[src/response_frame_checker_defines.svh]
// Assertion macros shared by the response frame checker RTL.
`ifndef RESPONSE_FRAME_CHECKER_DEFINES_SVH
`define RESPONSE_FRAME_CHECKER_DEFINES_SVH

// Same-cycle implication, disabled while reset is asserted.
`define RFC_ASSERT_IMP(lbl, clk, rst_n, ante, cons) \
  lbl: assert property (@(posedge clk) disable iff (!rst_n) (ante) |-> (cons)) \
    else $error("rfc assertion failed");

// Next-cycle implication, disabled while reset is asserted.
`define RFC_ASSERT_NXT(lbl, clk, rst_n, ante, cons) \
  lbl: assert property (@(posedge clk) disable iff (!rst_n) (ante) |=> (cons)) \
    else $error("rfc assertion failed");

`endif

[src/rfc_pkg.sv]
`timescale 1ns / 1ps
package rfc_pkg;

  // Closing status codes
  localparam logic [2:0] ST_OK       = 3'd0;
  localparam logic [2:0] ST_PREAMBLE = 3'd1;
  localparam logic [2:0] ST_LCS      = 3'd2;
  localparam logic [2:0] ST_TFI      = 3'd3;
  localparam logic [2:0] ST_CODE     = 3'd4;
  localparam logic [2:0] ST_DCS      = 3'd5;
  localparam logic [2:0] ST_POST     = 3'd6;
  localparam logic [2:0] ST_LENGTH   = 3'd7;

  // Configuration register indexes
  localparam logic CFG_EXPECTED_CODE   = 1'b0;
  localparam logic CFG_MAX_PAYLOAD_LEN = 1'b1;

  localparam logic [7:0]  EXPECTED_CODE_RST   = 8'h00;
  localparam logic [15:0] MAX_PAYLOAD_LEN_RST = 16'd255;

  // One result transaction
  typedef struct packed {
    logic [7:0]  payload_byte;
    logic        is_payload;
    logic        is_final;
    logic [2:0]  status;
    logic [15:0] payload_len;
  } rfc_result_t;

endpackage

[src/rfc_parser.sv]
`timescale 1ns / 1ps
`include "response_frame_checker_defines.svh"
module rfc_parser
  import rfc_pkg::*;
(
  input  logic        clk,
  input  logic        rst_n,
  input  logic        accept,
  input  logic [7:0]  data_byte,
  input  logic        first_byte,
  input  logic [7:0]  expected_code,
  input  logic [15:0] max_payload_len,
  output logic        res_valid,
  output rfc_result_t res
);

  localparam logic [3:0] PH_IDLE   = 4'd0;
  localparam logic [3:0] PH_PRE0   = 4'd1;
  localparam logic [3:0] PH_PRE1   = 4'd2;
  localparam logic [3:0] PH_PRE2   = 4'd3;
  localparam logic [3:0] PH_LEN    = 4'd4;
  localparam logic [3:0] PH_LCS    = 4'd5;
  localparam logic [3:0] PH_EXTHI  = 4'd6;
  localparam logic [3:0] PH_EXTLO  = 4'd7;
  localparam logic [3:0] PH_EXTLCS = 4'd8;
  localparam logic [3:0] PH_TFI    = 4'd9;
  localparam logic [3:0] PH_CODE   = 4'd10;
  localparam logic [3:0] PH_DATA   = 4'd11;
  localparam logic [3:0] PH_DCS    = 4'd12;
  localparam logic [3:0] PH_POST   = 4'd13;

  logic [3:0]  phase_r, phase_nxt;
  logic [15:0] frame_len_r, frame_len_nxt;
  logic [15:0] byte_count_r, byte_count_nxt;
  logic [7:0]  running_sum_r, running_sum_nxt;
  logic [7:0]  length_high_r, length_high_nxt;

  // State as seen by this byte: a first flag restarts the frame
  logic [3:0]  ph;
  logic [15:0] fl, bc, bc_inc, data_len;
  logic [7:0]  rs, lh, sum8;
  logic        len_bad;

  assign ph       = first_byte ? PH_PRE0 : phase_r;
  assign fl       = first_byte ? 16'd0 : frame_len_r;
  assign bc       = first_byte ? 16'd0 : byte_count_r;
  assign rs       = first_byte ? 8'd0 : running_sum_r;
  assign lh       = first_byte ? 8'd0 : length_high_r;
  assign sum8     = rs + data_byte;
  assign bc_inc   = bc + 16'd1;
  assign data_len = fl - 16'd2;
  assign len_bad  = (fl < 16'd2) || (data_len > max_payload_len);

  always_comb begin
    phase_nxt       = ph;
    frame_len_nxt   = fl;
    byte_count_nxt  = bc;
    running_sum_nxt = rs;
    length_high_nxt = lh;
    res_valid       = 1'b0;
    res             = '0;
    res.payload_len = bc;
    case (ph)
      PH_PRE0: begin
        if (data_byte != 8'h00) begin
          res_valid = 1'b1; res.is_final = 1'b1; res.status = ST_PREAMBLE;
        end else begin
          phase_nxt = PH_PRE1;
        end
      end
      PH_PRE1: begin
        if (data_byte != 8'h00) begin
          res_valid = 1'b1; res.is_final = 1'b1; res.status = ST_PREAMBLE;
        end else begin
          phase_nxt = PH_PRE2;
        end
      end
      PH_PRE2: begin
        if (data_byte != 8'hFF) begin
          res_valid = 1'b1; res.is_final = 1'b1; res.status = ST_PREAMBLE;
        end else begin
          phase_nxt = PH_LEN;
        end
      end
      PH_LEN: begin
        frame_len_nxt = {8'h00, data_byte};
        phase_nxt     = PH_LCS;
      end
      PH_LCS: begin
        if (fl == 16'h00FF && data_byte == 8'hFF) begin
          phase_nxt = PH_EXTHI;
        end else if ((fl[7:0] + data_byte) != 8'h00) begin
          res_valid = 1'b1; res.is_final = 1'b1; res.status = ST_LCS;
        end else if (len_bad) begin
          res_valid = 1'b1; res.is_final = 1'b1; res.status = ST_LENGTH;
        end else begin
          phase_nxt = PH_TFI;
        end
      end
      PH_EXTHI: begin
        length_high_nxt = data_byte;
        running_sum_nxt = data_byte;
        phase_nxt       = PH_EXTLO;
      end
      PH_EXTLO: begin
        frame_len_nxt   = {lh, data_byte};
        running_sum_nxt = sum8;
        phase_nxt       = PH_EXTLCS;
      end
      PH_EXTLCS: begin
        if (sum8 != 8'h00) begin
          res_valid = 1'b1; res.is_final = 1'b1; res.status = ST_LCS;
        end else if (len_bad) begin
          res_valid = 1'b1; res.is_final = 1'b1; res.status = ST_LENGTH;
        end else begin
          phase_nxt = PH_TFI;
        end
      end
      PH_TFI: begin
        if (data_byte != 8'hD5) begin
          res_valid = 1'b1; res.is_final = 1'b1; res.status = ST_TFI;
        end else begin
          running_sum_nxt = data_byte;
          phase_nxt       = PH_CODE;
        end
      end
      PH_CODE: begin
        if (data_byte != expected_code) begin
          res_valid = 1'b1; res.is_final = 1'b1; res.status = ST_CODE;
        end else begin
          running_sum_nxt = sum8;
          byte_count_nxt  = 16'd0;
          phase_nxt       = (fl == 16'd2) ? PH_DCS : PH_DATA;
        end
      end
      PH_DATA: begin
        running_sum_nxt  = sum8;
        byte_count_nxt   = bc_inc;
        if (bc_inc == data_len) phase_nxt = PH_DCS;
        res_valid        = 1'b1;
        res.payload_byte = data_byte;
        res.is_payload   = 1'b1;
        res.payload_len  = 16'd0;
      end
      PH_DCS: begin
        if (sum8 != 8'h00) begin
          res_valid = 1'b1; res.is_final = 1'b1; res.status = ST_DCS;
        end else begin
          phase_nxt = PH_POST;
        end
      end
      PH_POST: begin
        res_valid    = 1'b1;
        res.is_final = 1'b1;
        res.status   = (data_byte != 8'h00) ? ST_POST : ST_OK;
      end
      default: begin
        phase_nxt = PH_IDLE;
      end
    endcase
    // Every closing result drops back to idle
    if (res.is_final) phase_nxt = PH_IDLE;
  end

  always_ff @(posedge clk) begin
    if (!rst_n) begin
      phase_r       <= PH_IDLE;
      frame_len_r   <= 16'd0;
      byte_count_r  <= 16'd0;
      running_sum_r <= 8'd0;
      length_high_r <= 8'd0;
    end else if (accept) begin
      phase_r       <= phase_nxt;
      frame_len_r   <= frame_len_nxt;
      byte_count_r  <= byte_count_nxt;
      running_sum_r <= running_sum_nxt;
      length_high_r <= length_high_nxt;
    end
  end

  `RFC_ASSERT_NXT(a_final_to_idle, clk, rst_n, accept && res_valid && res.is_final, phase_r == PH_IDLE)
  `RFC_ASSERT_IMP(a_kind_exclusive, clk, rst_n, res_valid, res.is_payload != res.is_final)
  `RFC_ASSERT_IMP(a_idle_silent, clk, rst_n, !first_byte && phase_r == PH_IDLE, !res_valid)

endmodule

[config.mk]
export PLATFORM = sky130hd
export DESIGN_NAME = rfc_parser
export DESIGN_NICKNAME = d
export VERILOG_FILES = /design/src/rfc_pkg.sv /design/src/rfc_parser.sv
export VERILOG_INCLUDE_DIRS = /design/src /design/src/src
export SDC_FILE = /design/constraint.sdc
export NUM_CORES = 1
export LEC_CHECK = 0
export CAP_MARGIN = 20
export CORE_ASPECT_RATIO = 1.75
export CORE_MARGIN = 3
export CORE_UTILIZATION = 65
export CTS_CLUSTER_DIAMETER = 150
export CTS_CLUSTER_SIZE = 8
export DETAILED_ROUTE_END_ITERATION = 7
export DONT_BUFFER_PORTS = 1
export GPL_ROUTABILITY_DRIVEN = 0
export MAX_ROUTING_LAYER = met4
export PLACE_DENSITY = 0.9
export SLEW_MARGIN = 5
export SYNTH_ARGS = -nofsm -noshare
export SYNTH_HDL_FRONTEND = slang
export SYNTH_SLANG_ARGS = --single-unit
[constraint.sdc]
create_clock -name clk -period 5.4 [get_ports clk]
set_clock_uncertainty 0.15 [all_clocks]
set_input_delay 0.54 -clock clk [delete_from_list [all_inputs] [get_ports clk]]
set_output_delay 0.54 -clock clk [all_outputs]
set_load 0.05 [all_outputs]
---- Word-level counts from Yosys, hierarchy flattened ----
Cells that the tools add are included.
Widths: inputs -> output; s select.
operators by class
  $add $sub $neg .......................... 4
  magnitude comparators ................... 2
  equality and inequality tests ........... 20
  mux-type cells .......................... 49
  reduce and logical (&&, ||, !) cells .... 8
operators by type and width
  operator               count
  $mux 4                 22
  $mux 16                4
  $pmux 16 s2            2
  $pmux 4 s13            1
  $mux 8                 5
  $pmux 4 s8             1
  $pmux 8 s4             1
  $eq 4x4->1 const B     6
  $reduce_bool 8->1      3
  $add 16x1->16 const B  1
  $add 8x8->8            2
  $eq 16x16->1           1
  $eq 16x2->1 const B    1
  $eq 16x8->1 const B    1
  $eq 4x3->1 const B     4
  $gt 16x16->1           1
  $lt 16x2->1 const B    1
  $ne 8x8->1 const B     2
  $sub 16x2->16 const B  1
  $mux 1                 9
  $mux 9                 1
  $eq 4x2->1 const B     2
  $eq 8x8->1 const B     1
  $ne 8x8->1             1
  6 further kinds        9
word-level totals
  register bits after elaboration ......... 52
  input port bits ......................... 36
  word-level logic and storage cells ...... 88

---- Depth between registers and ports, before layout ----
Gate-level depths: netlist (run 1).
  depth after elaboration ................. 9
  depth in mapped cells ................... 22
  gate-level depth less buffers ........... 17

---- Worst setup path after synthesis (run 1) ----
No wires, ideal clock.
  path type ............................... input-to-output
  start point ............................. input port first_byte
  end point ............................... output port res_valid
  data arrival time ....................... 4.536 ns
  data required time ...................... 4.710 ns
  path slack .............................. 0.174 ns
  stages .................................. 21
  buffers on the path ..................... 5
  path through ............................ buf_2 buf_1 clkbuf_1 nor2b_1 inv_1 ha_1 clkbuf_1 nor2b_1 clkbuf_1 a31oi_1 o21ai_1 inv_1 ha_1 nand4_1 nor2_1 a221o_1 nor3_1 o21ai_0 nor3_2 o21a_1 nand3_1
between the ends
  longest elaborated chain between the ends .. 8
  elaborated cells on any way between the ends .. 31
ends and longest elaborated chain
  element           line                                 source
  from (decl)       rfc_parser.sv:10                     input logic first_byte,
  $mux 16           rfc_parser.sv:45                     assign fl = first_byte ? 16'd0 : frame_len_r;
  $sub 16x2->16     rfc_parser.sv:51                     assign data_len = fl - 16'd2;
  $gt 16x16->1      rfc_parser.sv:52                     assign len_bad = (fl < 16'd2) || (data_len > max_payload_len);
  $logic_or 1x1->1  rfc_parser.sv:52
  $mux 1            rfc_parser.sv:94, rfc_parser.sv:113
  $mux 1            rfc_parser.sv:92                     end else if ((fl[7:0] + data_byte) != 8'h00) begin
  $mux 1            rfc_parser.sv:90                     if (fl == 16'h00FF && data_byte == 8'hFF) begin
  $pmux 1 s8 *      rfc_parser.sv:63                     case (ph)
  to (decl)         rfc_parser.sv:13                     output logic res_valid,
Every way passes the cells marked *; elsewhere a longest branch is shown, timed or not.

==> results of run 1 <==
-- power groups by stage --
stage | combinational (W) | sequential [W] | clock [W]
floorplan | 0.0000907 | 0.000395 | 0
global placement | 0.0000893 | 0.000396 | 0
detailed placement | 0.0000952 | 0.000396 | 0
CTS | 0.0000956 | 0.000388 | 0.000315
global route | 0.000109 | 0.000388 | 0.000330
finish | 0.0000987 | 0.000388 | 0.000317
-- worst max-delay path: stages (launching register included) --
cell	delay [ns]
dfxtp_1	0.42
or4_4	0.60
nor4b_4	0.37
and2_1	0.22
o21a_1	0.16
nor2_1	0.06
a311oi_2	0.29
ha_1	0.31
nand4_1	0.18
nor2_1	0.08
a221o_1	0.30
nor3_1	0.24
o21ai_2	0.18
nor3_2	0.31
o21a_1	0.20
nand3b_1	0.11
buf_4	0.20
-- worst min-delay path by stage --
stage | startpoint | end | slack (ns) | depth (start not counted)
floorplan | running_sum_r[7]$_SDFFE_PN0P_ | running_sum_r[7]$_SDFFE_PN0P_ | 0.29 | 2
global placement | running_sum_r[6]$_SDFFE_PN0P_ | running_sum_r[6]$_SDFFE_PN0P_ | 0.31 | 2
detailed placement | running_sum_r[6]$_SDFFE_PN0P_ | running_sum_r[6]$_SDFFE_PN0P_ | 0.32 | 2
CTS | accept | running_sum_r[0]$_SDFFE_PN0P_ | 0.22 | 1
global route | accept | running_sum_r[0]$_SDFFE_PN0P_ | 0.23 | 1
finish | accept | running_sum_r[0]$_SDFFE_PN0P_ | 0.22 | 1
-- per-stage QoR --
step	setup TNS [ns]	std cells	hold WS, ns	total power [W]	area (um2)
after global placement	0	767	0.309	0.000485	5190
after floorplan	0	721	0.295	0.000486	5240
after detailed placement	0	768	0.321	0.000492	5190
final	0	777	0.218	0.000804	5360
after global routing	-0.0556	777	0.228	0.000827	5360
after CTS	0	775	0.222	0.000798	5330
-- registers in the layout, indices dropped and copies added, names as in the netlist --
signal and flops:
length_high_r 8, frame_len_r 16, phase_r 4, byte_count_r 16, running_sum_r 8
-- layout by cell type, fill, tap and decap left out, drive strengths merged, types with 4 or more instances in the layout --
master	synthesis	routed
or3	7	7
a2bb2oi	4	4
o221a	4	4
a41oi	4	4
o21ai	35	35
buf	14	11
a21o	4	4
nor2	94	94
clkbuf	36	5
a2111oi	4	4
o21a	9	9
inv	35	35
xor2	25	25
a221oi	4	4
nor4	9	9
and2	26	26
nor2b	26	26
xnor2	29	29
or4	4	4
nand2b	9	9
and4	6	6
a22oi	34	34
nand2	51	51
dfxtp	52	52
a31oi	11	11
nand4	17	17
nand3	18	18
nor3	24	24
a21oi	39	39
ha	28	28
and3	5	5
o211ai	5	5
-- metal layers --
layer	vias up	wire length, um
met5	-	0
met4	0	1190
met3	128	1190
met2	385	8080
met1	2561	5770
li1	2520	-
-- kinds of logic (layout without fill, tap and decap cells) --
logic type	after synthesis	in the layout	share of synthesized area
muxes	3	3	0.00598
xor gates and xnor gates	54	54	0.0903
buffers and inverters	86	54	0.0676
DFF	52	52	0.199
AOI/OAI and AO/OA	186	186	0.256
adders and majority gates	30	30	0.0746
and+or+nand+nor	310	310	0.306
-- area by class of cell --
type	count	share of cell area
Multi-Input combinational cell	583	0.719
Sequential cell	52	0.194
Inverter	36	0.0252
Clock buffer	5	0.0233
Tap cell	88	0.0205
Timing Repair Buffer	11	0.0149
Clock inverter	2	0.00233
-- repair_timing --
item / 4_1_cts / 5_1_grt
resized for setup: 1 / 5
endpoints found under the setup margin: 3 / 4
gates cloned: 0 / 0
setup buffers: 0 / 1
hold buffers: 0 / 0
pin swaps: 0 / 1
==> results.py, run 1 <==
metrics = {
    "pwr": {
        "power.share.sequential": 0.482,
        "powerDensity_mw_per_mm2": 150,
        "ir_drop_uv": 146,
        "cell_internal_pwr_w": 0.000593,
        "combPwrFrac": 0.123,
        "leakagePower_nw": 1.99,
        "sw_frac_of_total": 0.263,
        "switchingPower_w": 0.000211,
        "pwr-share-clk": 0.395,
    },
    "floorplanning": {
        "start_util": 0.678,
        "io_pins": 66,
        "coreArea_mm2": 0.00772,
        "die_h_um": 125,
        "die_w_um": 73.8,
        "num_rows": 42,
        "fp.dieArea_mm2": 0.00921,
    },
    "global_routing": {
        "grt_pass1_wl_um": 26500,
        "grtUsageMet3": 0.0533,
        "grt_max_degree": 56,
        "busiest_layer": "met2",
        "met2_usage": 0.601,
        "antenna_found_initial": 0,
        "grt.total_usage": 0.369,
        "grt_overflow": 0,
        "met1_usage": 0.397,
        "grt_pass1_vias": 5530,
    },
    "logic_synthesis": {
        "syn_nets": 787,
        "synth_seq_cells": 52,
        "synth-async-reset-ratio": 0,
        "synth_cells": 721,
        "synth.most_common_cell": "nor2_1",
        "netlist_area_mm2": 0.00524,
        "synth.area.top_cells": "dfxtp_1 (20%), nor2_1 (6.7%), ha_1 (6.7%), a22oi_1 (4.9%), xnor2_1 (4.9%)",
        "synth_cell_types": 77,
        "synthTopCellsByCount": "nor2_1 (94), dfxtp_1 (52), nand2_1 (51), a21oi_1 (38), clkbuf_1 (36)",
        "synth_top_area_frac": 0.199,
        "avgSynthCellArea_um2": 7.26,
        "synth_warnings": 0,
        "synth_top_cell_by_area": "dfxtp_1",
        "yosysSeqAreaShare": 0.199,
        "synth_edf_count": 0,
        "synthFlopType": "dfxtp_1",
    },
    "finish": {
        "syn_to_final_growth_pct": 2.41,
        "final_core_util": 0.694,
        "drive_above_1_share": 0.0711,
        "num-fill-cells": 659,
        "antennaDiodeCount": 0,
        "multi_input_area_mm2": 0.00386,
        "seq_area_mm2": 0.00104,
        "final_net_count": 755,
    },
    "critical_path": {
        "critPathMaxFanout": 11,
        "crit_arrival_ns": 4.53,
        "cp-endpoint": "res[17]",
        "worstRegToRegCells": 16,
        "endpoint_kind": "output port",
        "ff2ff_setup_slack_ns": 0.85,
        "timing.rr.end": "phase_r[0]$_SDFFE_PN0P_",
        "cp-start-kind": "flip-flop",
        "crit_type": "reg2out",
        "crit_path_start": "frame_len_r[5]$_SDFFE_PN0P_",
        "reg2reg_from": "frame_len_r[5]$_SDFFE_PN0P_",
        "cp.required_ns": 4.71,
    },
    "clock_network": {
        "clk_pin_slew_worst_paths_ns": 0.07,
        "root_buffer": "clkbuf_16",
        "htreeDepth": 2,
        "numCtsBuffers": 5,
        "clock-sinks": 52,
        "cts_buffer_depth": 2,
        "clk_latency_ns": 0.30,
        "cts_tree": "built",
    },
    "detailed_routing": {
        "drtIter0Drc": 838,
        "vias": 5594,
        "routedWlPerCell_um": 20.9,
        "drtAntennaViolNets": 0,
        "drt-pass1-iter-count": 6,
        "via_per_inst": 7.20,
        "drc": 0,
        "routed_wl_um": 16200,
    },
    "outcome": {
        "status": "finished clean",
    },
    "worst_hold_path": {
        "hold_path_class": "in2reg",
    },
    "flow_run": {
        "cap_violations": 0,
    },
    "timing": {
        "hold_viol": 0,
        "drv_slew": 0,
        "period_minus_slack_ns": 5.22,
        "postLayoutSetupSlackWorst_ns": 0.181,
        "worst_pin_slew_ns": 1.07,
        "finalCritPeriodShare": 0.967,
        "fmax_mhz": 192,
        "slew_headroom": 0.278,
        "setup_viol": 0,
    },
    "placement": {
        "place.port_buffers": 0,
        "dp_slack_ns": 0.213,
        "dp_hpwl_um": 11900,
    },
}
Power figures use the tool's default switching activity.
==> inputs of run 2 (changes only) <==
--- a/config.mk
+++ b/config.mk
@@ -6,6 +6,7 @@
 export SDC_FILE = /design/constraint.sdc
 export NUM_CORES = 1
 export LEC_CHECK = 0
+export ABC_AREA = 1
 export CAP_MARGIN = 20
 export CORE_ASPECT_RATIO = 1.75
 export CORE_MARGIN = 3
==> run 2 against run 1 <==
  * Global-route usage fell by 0.054 points
  * Synthesized cell count up 49%
  * Critical path type is now in2out
  * Sequential power up 8.8%
  * Combinational power rose to 3.4 times the previous value
  * Largest power group unchanged
  * Clock power is 13% higher
  * Largest cell class unchanged
  * Clock-buffer cell count is the same
  * Utilization grew 0.17 points
==> results.py, run 2 <==
metrics = {
    "clock_network": {
        "postCtsSetupRepairBufs": 0,
        "clock-sinks": 52,
        "clk_pin_slew_worst_paths_ns": 0.08,
        "cts_tree": "built",
        "ctsResizeCount": 0,
        "htreeDepth": 2,
        "cts_buffer_depth": 2,
        "cts_hold_buffers": 0,
        "numCtsBuffers": 5,
        "clk_latency_ns": 0.31,
        "root_buffer": "clkbuf_16",
    },
    "timing": {
        "drv_slew": 0,
        "finalCritPeriodShare": 0.858,
        "slew_headroom": 0.329,
        "setup_viol": 0,
        "worst_pin_slew_ns": 1.01,
        "hold_viol": 0,
        "fmax_mhz": 216,
        "rsz0062_at_grt": "no",
        "period_minus_slack_ns": 4.63,
        "fin_setup_tns_ns": 0,
    },
    "flow_run": {
        "cap_violations": 0,
    },
    "logic_synthesis": {
        "netlist_area_mm2": 0.00588,
        "synthFlopType": "dfxtp_1",
        "synth_seq_cells": 52,
        "synth.area.top_cells": "nand2_1 (21%), dfxtp_1 (18%), inv_1 (10%), nor2_1 (8.2%), nand3_1 (7.8%)",
        "synth_top_cell_by_area": "nand2_1",
        "synth_warnings": 0,
        "synth_cells": 1075,
        "synthTopCellsByCount": "nand2_1 (336), inv_1 (160), nor2_1 (128), nand3_1 (92), dfxtp_1 (52)",
        "synth_edf_count": 0,
        "synth_top_area_frac": 0.214,
        "synth.most_common_cell": "nand2_1",
        "yosysSeqAreaShare": 0.177,
        "syn_nets": 1141,
        "avgSynthCellArea_um2": 5.47,
        "synth-async-reset-ratio": 0,
        "synth_cell_types": 41,
    },
    "critical_path": {
        "cp_cell_sequence": "inv_2 > nand2_1 > ha_1 > nand2_1 > nor2_1 > nand2_1 > o21ai_1 > nand2_1 > ha_1 > a21oi_1 > o21ai_0 > nor2_1 > nand2_1 > a21oi_1 > nand3_1 > nand2_1 > inv_2 > nor2_4 > nand3b_1",
        "worstRegToRegCells": 21,
        "cpPeakStageDelay_ns": 0.43,
        "crit_arrival_ns": 3.94,
        "reg2reg_from": "frame_len_r[1]$_SDFFE_PN0P_",
        "path_delay_family": "simple AND/OR/NAND/NOR gates",
        "cp-start-kind": "input pin",
        "critical_path_buf_inv_count": 2,
        "crit_type": "in2out",
        "critPathMaxFanout": 33,
        "cp.required_ns": 4.71,
        "cp_common_cell": "nand2_1",
        "endpoint_kind": "output port",
        "cp.depth": 19,
        "cpMaxStageDelayCell": "nand3b_1",
        "crit_path_start": "first_byte",
    },
    "detailed_routing": {
        "vias": 7150,
        "routed_wl_um": 18600,
        "via_per_inst": 6.10,
        "drtIter0Drc": 550,
        "drtAntennaViolNets": 0,
        "drc": 0,
        "drt-pass1-iter-count": 5,
        "routedWlPerCell_um": 15.9,
    },
    "pwr": {
        "leakagePower_nw": 3.24,
        "cell_internal_pwr_w": 0.000690,
        "ir_drop_uv": 146,
        "power.share.sequential": 0.380,
        "combPwrFrac": 0.299,
        "finalPower_w": 0.00111,
        "pwr-share-clk": 0.322,
        "sw_frac_of_total": 0.379,
        "powerDensity_mw_per_mm2": 183,
        "switchingPower_w": 0.000421,
    },
    "finish": {
        "syn_to_final_growth_pct": 3.19,
        "layout_common_cells": "nand2_1 (336), inv_1 (160), nor2_1 (128), nand3_1 (92), dfxtp_1 (52)",
        "drive_above_1_share": 0.0464,
        "final_net_count": 1120,
        "layout_commonest_cell": "nand2_1",
        "antennaDiodeCount": 0,
        "reg_top3": "byte_count_r x16, frame_len_r x16",
    },
    "global_routing": {
        "grt.total_usage": 0.369,
        "grt_pass1_wl_um": 30100,
        "antenna_found_initial": 0,
        "grt_max_degree": 69,
        "grt_pass1_vias": 6611,
        "grt_overflow": 0,
    },
    "floorplanning": {
        "start_util": 0.674,
        "die_w_um": 77.9,
        "io_pins": 66,
        "coreArea_mm2": 0.00873,
        "num_rows": 45,
        "die_h_um": 132,
        "fp.dieArea_mm2": 0.0103,
    },
    "worst_hold_path": {
        "hp-start": "accept",
        "hold_path_class": "in2reg",
        "holdPathStages": 1,
    },
    "outcome": {
        "status": "finished clean",
    },
    "placement": {
        "place.port_buffers": 0,
        "dp_hpwl_um": 14200,
    },
}
==> run 2: changes by cell type after synthesis, sizes merged, moves of 26 or more <==
cell / delta
nor2b: -26
xnor2: -27
nor2: +47
nand3: +75
a22oi: -34
nand2: +289
inv: +134
o21ai: +28
and2: -26
==> run 2: stage by stage <==
stage	util	instances	setup slack [ns]	cell area, um2	hold slack, ns
finish	0.696	1172	0.768	6070	0.197
floorplan	-	1075	1.49	5880	0.286
global route	0.696	1172	0.372	6070	0.189
detailed placement	0.678	1164	0.875	5920	0.304
global placement	0.678	1164	0.979	5920	0.302
CTS	0.696	1172	0.869	6070	0.179
==> run 2: final cells by class <==
class | instances | area [um2]
Inverter | 170 | 638
Timing Repair Buffer | 3 | 22.5
Sequential cell | 52 | 1040
Multi-Input combinational cell | 822 | 4070
Clock buffer | 5 | 125
Tap cell | 117 | 146
Clock inverter | 3 | 28.8
Fill cell | 822 | 2660
==> run 2: cell families after synthesis <==
group                    share of synthesized area
buffers and inverters                        0.133
flip-flops                                   0.177
AND/OR/NAND/NOR                              0.448
adder cells (fa/ha/maj)                     0.0663
AO/OA/AOI/OAI                                0.162
XOR/XNOR                                    0.0134
==> run 2: path summary, 6_finish.rpt <==
kind,end,slack (ns)
worst max-delay path,res[17],0.77
worst min-delay path,byte_count_r[9]$_SDFFE_PN0P_,0.20
worst max register to register,phase_r[3]$_SDFFE_PN0P_,1.47
worst min register to register,running_sum_r[6]$_SDFFE_PN0P_,0.32
==> run 2: routing by layer <==
metal | up-vias | part of all wire | GRT usage
met5 | - | 0 | -
met4 | 0 | 0.077 | 0.271
met3 | 123 | 0.089 | 0.0492
met2 | 462 | 0.48 | 0.627
met1 | 3104 | 0.35 | 0.379
li1 | 3461 | - | -
==> run 2: power groups by stage <==
stage | clock network (W) | registers (W) | logic (W)
final | 0.000357 | 0.000422 | 0.000332
after global routing | 0.000365 | 0.000424 | 0.000375
after CTS | 0.000351 | 0.000421 | 0.000326
after detailed placement | 0 | 0.000429 | 0.000324
after global placement | 0 | 0.000429 | 0.000315
after floorplan | 0 | 0.000424 | 0.000276
==> inputs of run 3 (changes only) <==
==> constraint.sdc (replaced) <==
create_clock -name clk -period 5.4 [get_ports clk]
set_clock_uncertainty 0.15 [all_clocks]
set_input_delay 0.54 -clock clk [delete_from_list [all_inputs] [get_ports clk]]
set_output_delay 0.54 -clock clk [all_outputs]
set_load 0.02 [all_outputs]
==> run 3 against run 2 <==
  * Sequential cell count stayed put
  * Global-route usage grew 0.62 points
  * Worst hold slack improved by 0.0038 ns
  * Utilization fell by 0.22 points
  * Routed wire length down 0.86%
  * Sequential power about the same
==> results.py, run 3 (same netlist as run 2, synthesis figures left out) <==
metrics = {
    "timing": {
        "drv_slew": 0,
        "fin_setup_tns_ns": 0,
        "slew_headroom": 0.332,
        "worst_pin_slew_ns": 1.00,
        "period_minus_slack_ns": 4.26,
        "rsz0062_at_grt": "no",
        "fmax_mhz": 235,
        "finalCritPeriodShare": 0.788,
        "setup_viol": 0,
        "hold_slack_ns": 0.200,
        "hold_viol": 0,
    },
    "global_routing": {
        "grt.total_usage": 0.375,
        "grt_pass1_wl_um": 30700,
        "grt_max_degree": 69,
        "grt_overflow": 0,
        "grt_pass1_vias": 6805,
        "antenna_found_initial": 0,
    },
    "critical_path": {
        "critical_path_buf_inv_count": 2,
        "crit_type": "in2out",
        "path_delay_family": "simple AND/OR/NAND/NOR gates",
        "cp-start-kind": "input pin",
        "cpMaxStageDelayCell": "nor2_1",
        "cp.required_ns": 4.71,
        "crit_arrival_ns": 3.57,
        "endpoint_kind": "output port",
        "crit_path_start": "first_byte",
        "reg2reg_from": "frame_len_r[1]$_SDFFE_PN0P_",
        "cp_cell_sequence": "inv_2 > nand2_1 > ha_1 > nand2_1 > nor2_1 > nand2_1 > o21ai_1 > nand2_1 > ha_1 > a21oi_1 > o21ai_0 > nor2_1 > nand2_1 > a21oi_1 > nand3_1 > nand2_1 > inv_2 > nor2_4 > nand3b_1",
        "critPathMaxFanout": 22,
        "cpPeakStageDelay_ns": 0.30,
        "cp_common_cell": "nand2_1",
    },
    "detailed_routing": {
        "drc": 0,
        "via_per_inst": 6.03,
        "drt-pass1-iter-count": 6,
        "vias": 7066,
        "routed_wl_um": 18500,
        "drtAntennaViolNets": 0,
        "drtIter0Drc": 650,
        "routedWlPerCell_um": 15.8,
    },
    "worst_hold_path": {
        "hp-start": "accept",
        "hold_path_class": "in2reg",
    },
    "finish": {
        "fin_cells": 1171,
        "syn_to_final_growth_pct": 2.87,
        "final_net_count": 1119,
        "reg_top3": "byte_count_r x16, frame_len_r x16",
        "antennaDiodeCount": 0,
        "layout_commonest_cell": "nand2_1",
        "num-fill-cells": 827,
        "design_area_mm2": 0.00605,
        "layout_common_cells": "nand2_1 (336), inv_1 (160), nor2_1 (128), nand3_1 (92), dfxtp_1 (52)",
        "drive_above_1_share": 0.0446,
    },
    "clock_network": {
        "clock-sinks": 52,
        "clk_pin_slew_worst_paths_ns": 0.07,
        "clk_latency_ns": 0.30,
        "ctsResizeCount": 0,
        "cts_hold_buffers": 0,
        "cts_tree": "built",
        "root_buffer": "clkbuf_16",
        "cts_buffer_depth": 2,
        "postCtsSetupRepairBufs": 0,
        "htreeDepth": 2,
        "numCtsBuffers": 5,
    },
    "floorplanning": {
        "num_rows": 45,
        "die_h_um": 132,
        "start_util": 0.674,
        "io_pins": 66,
        "die_w_um": 77.9,
        "fp.dieArea_mm2": 0.0103,
        "coreArea_mm2": 0.00873,
    },
    "flow_run": {
        "cap_violations": 0,
    },
    "placement": {
        "dpl_cell_area_mm2": 0.00590,
        "place.port_buffers": 0,
        "dp_cells": 1163,
        "dp_hpwl_um": 14200,
    },
    "pwr": {
        "finalPower_w": 0.00108,
        "powerDensity_mw_per_mm2": 179,
        "leakagePower_nw": 3.23,
        "ir_drop_uv": 119,
    },
    "outcome": {
        "status": "finished clean",
    },
}
-- run 3: report_power, final --
group          switching, W  internal (W)
registers         0.0000173      0.000403
clock network      0.000166      0.000177
logic              0.000212      0.000107
total              0.000394      0.000687
-- run 3: through the flow --
stage / util / setup slack (ns)
2_1_floorplan: - / 1.69
3_3_place_gp: 0.676 / 1.31
3_5_place_dp: 0.676 / 1.19
4_1_cts: 0.694 / 1.19
5_1_grt: 0.694 / 0.801
6_report: 0.694 / 1.14
-- run 3: final cells by class --
| cell class | instances | area, um2 | area share |
|---|---|---|---|
| Sequential cell | 52 | 1040 | 0.172 |
| Tap cell | 117 | 146 | 0.0242 |
| Multi-Input combinational cell | 822 | 4060 | 0.671 |
| Timing Repair Buffer | 2 | 15.0 | 0.00248 |
| Inverter | 170 | 638 | 0.105 |
| Clock buffer | 5 | 125 | 0.0207 |
| Clock inverter | 3 | 27.5 | 0.00455 |
-- run 3: worst paths after layout --
kind / slack [ns] / depth (start not counted) / endpoint
max: 1.14 / 19 / res[17]
min: 0.20 / 1 / frame_len_r[13]$_SDFFE_PN0P_
max reg2reg: 1.61 / 21 / phase_r[0]$_SDFFE_PN0P_
min reg2reg: 0.32 / 2 / running_sum_r[6]$_SDFFE_PN0P_
-- run 3: per-layer routing --
metal | global-route usage | share of wire | up-vias
li1 | - | - | 3443
met1 | 0.391 | 0.36 | 3084
met2 | 0.619 | 0.47 | 401
met3 | 0.0616 | 0.079 | 138
met4 | 0.285 | 0.087 | 0
met5 | - | 0 | -
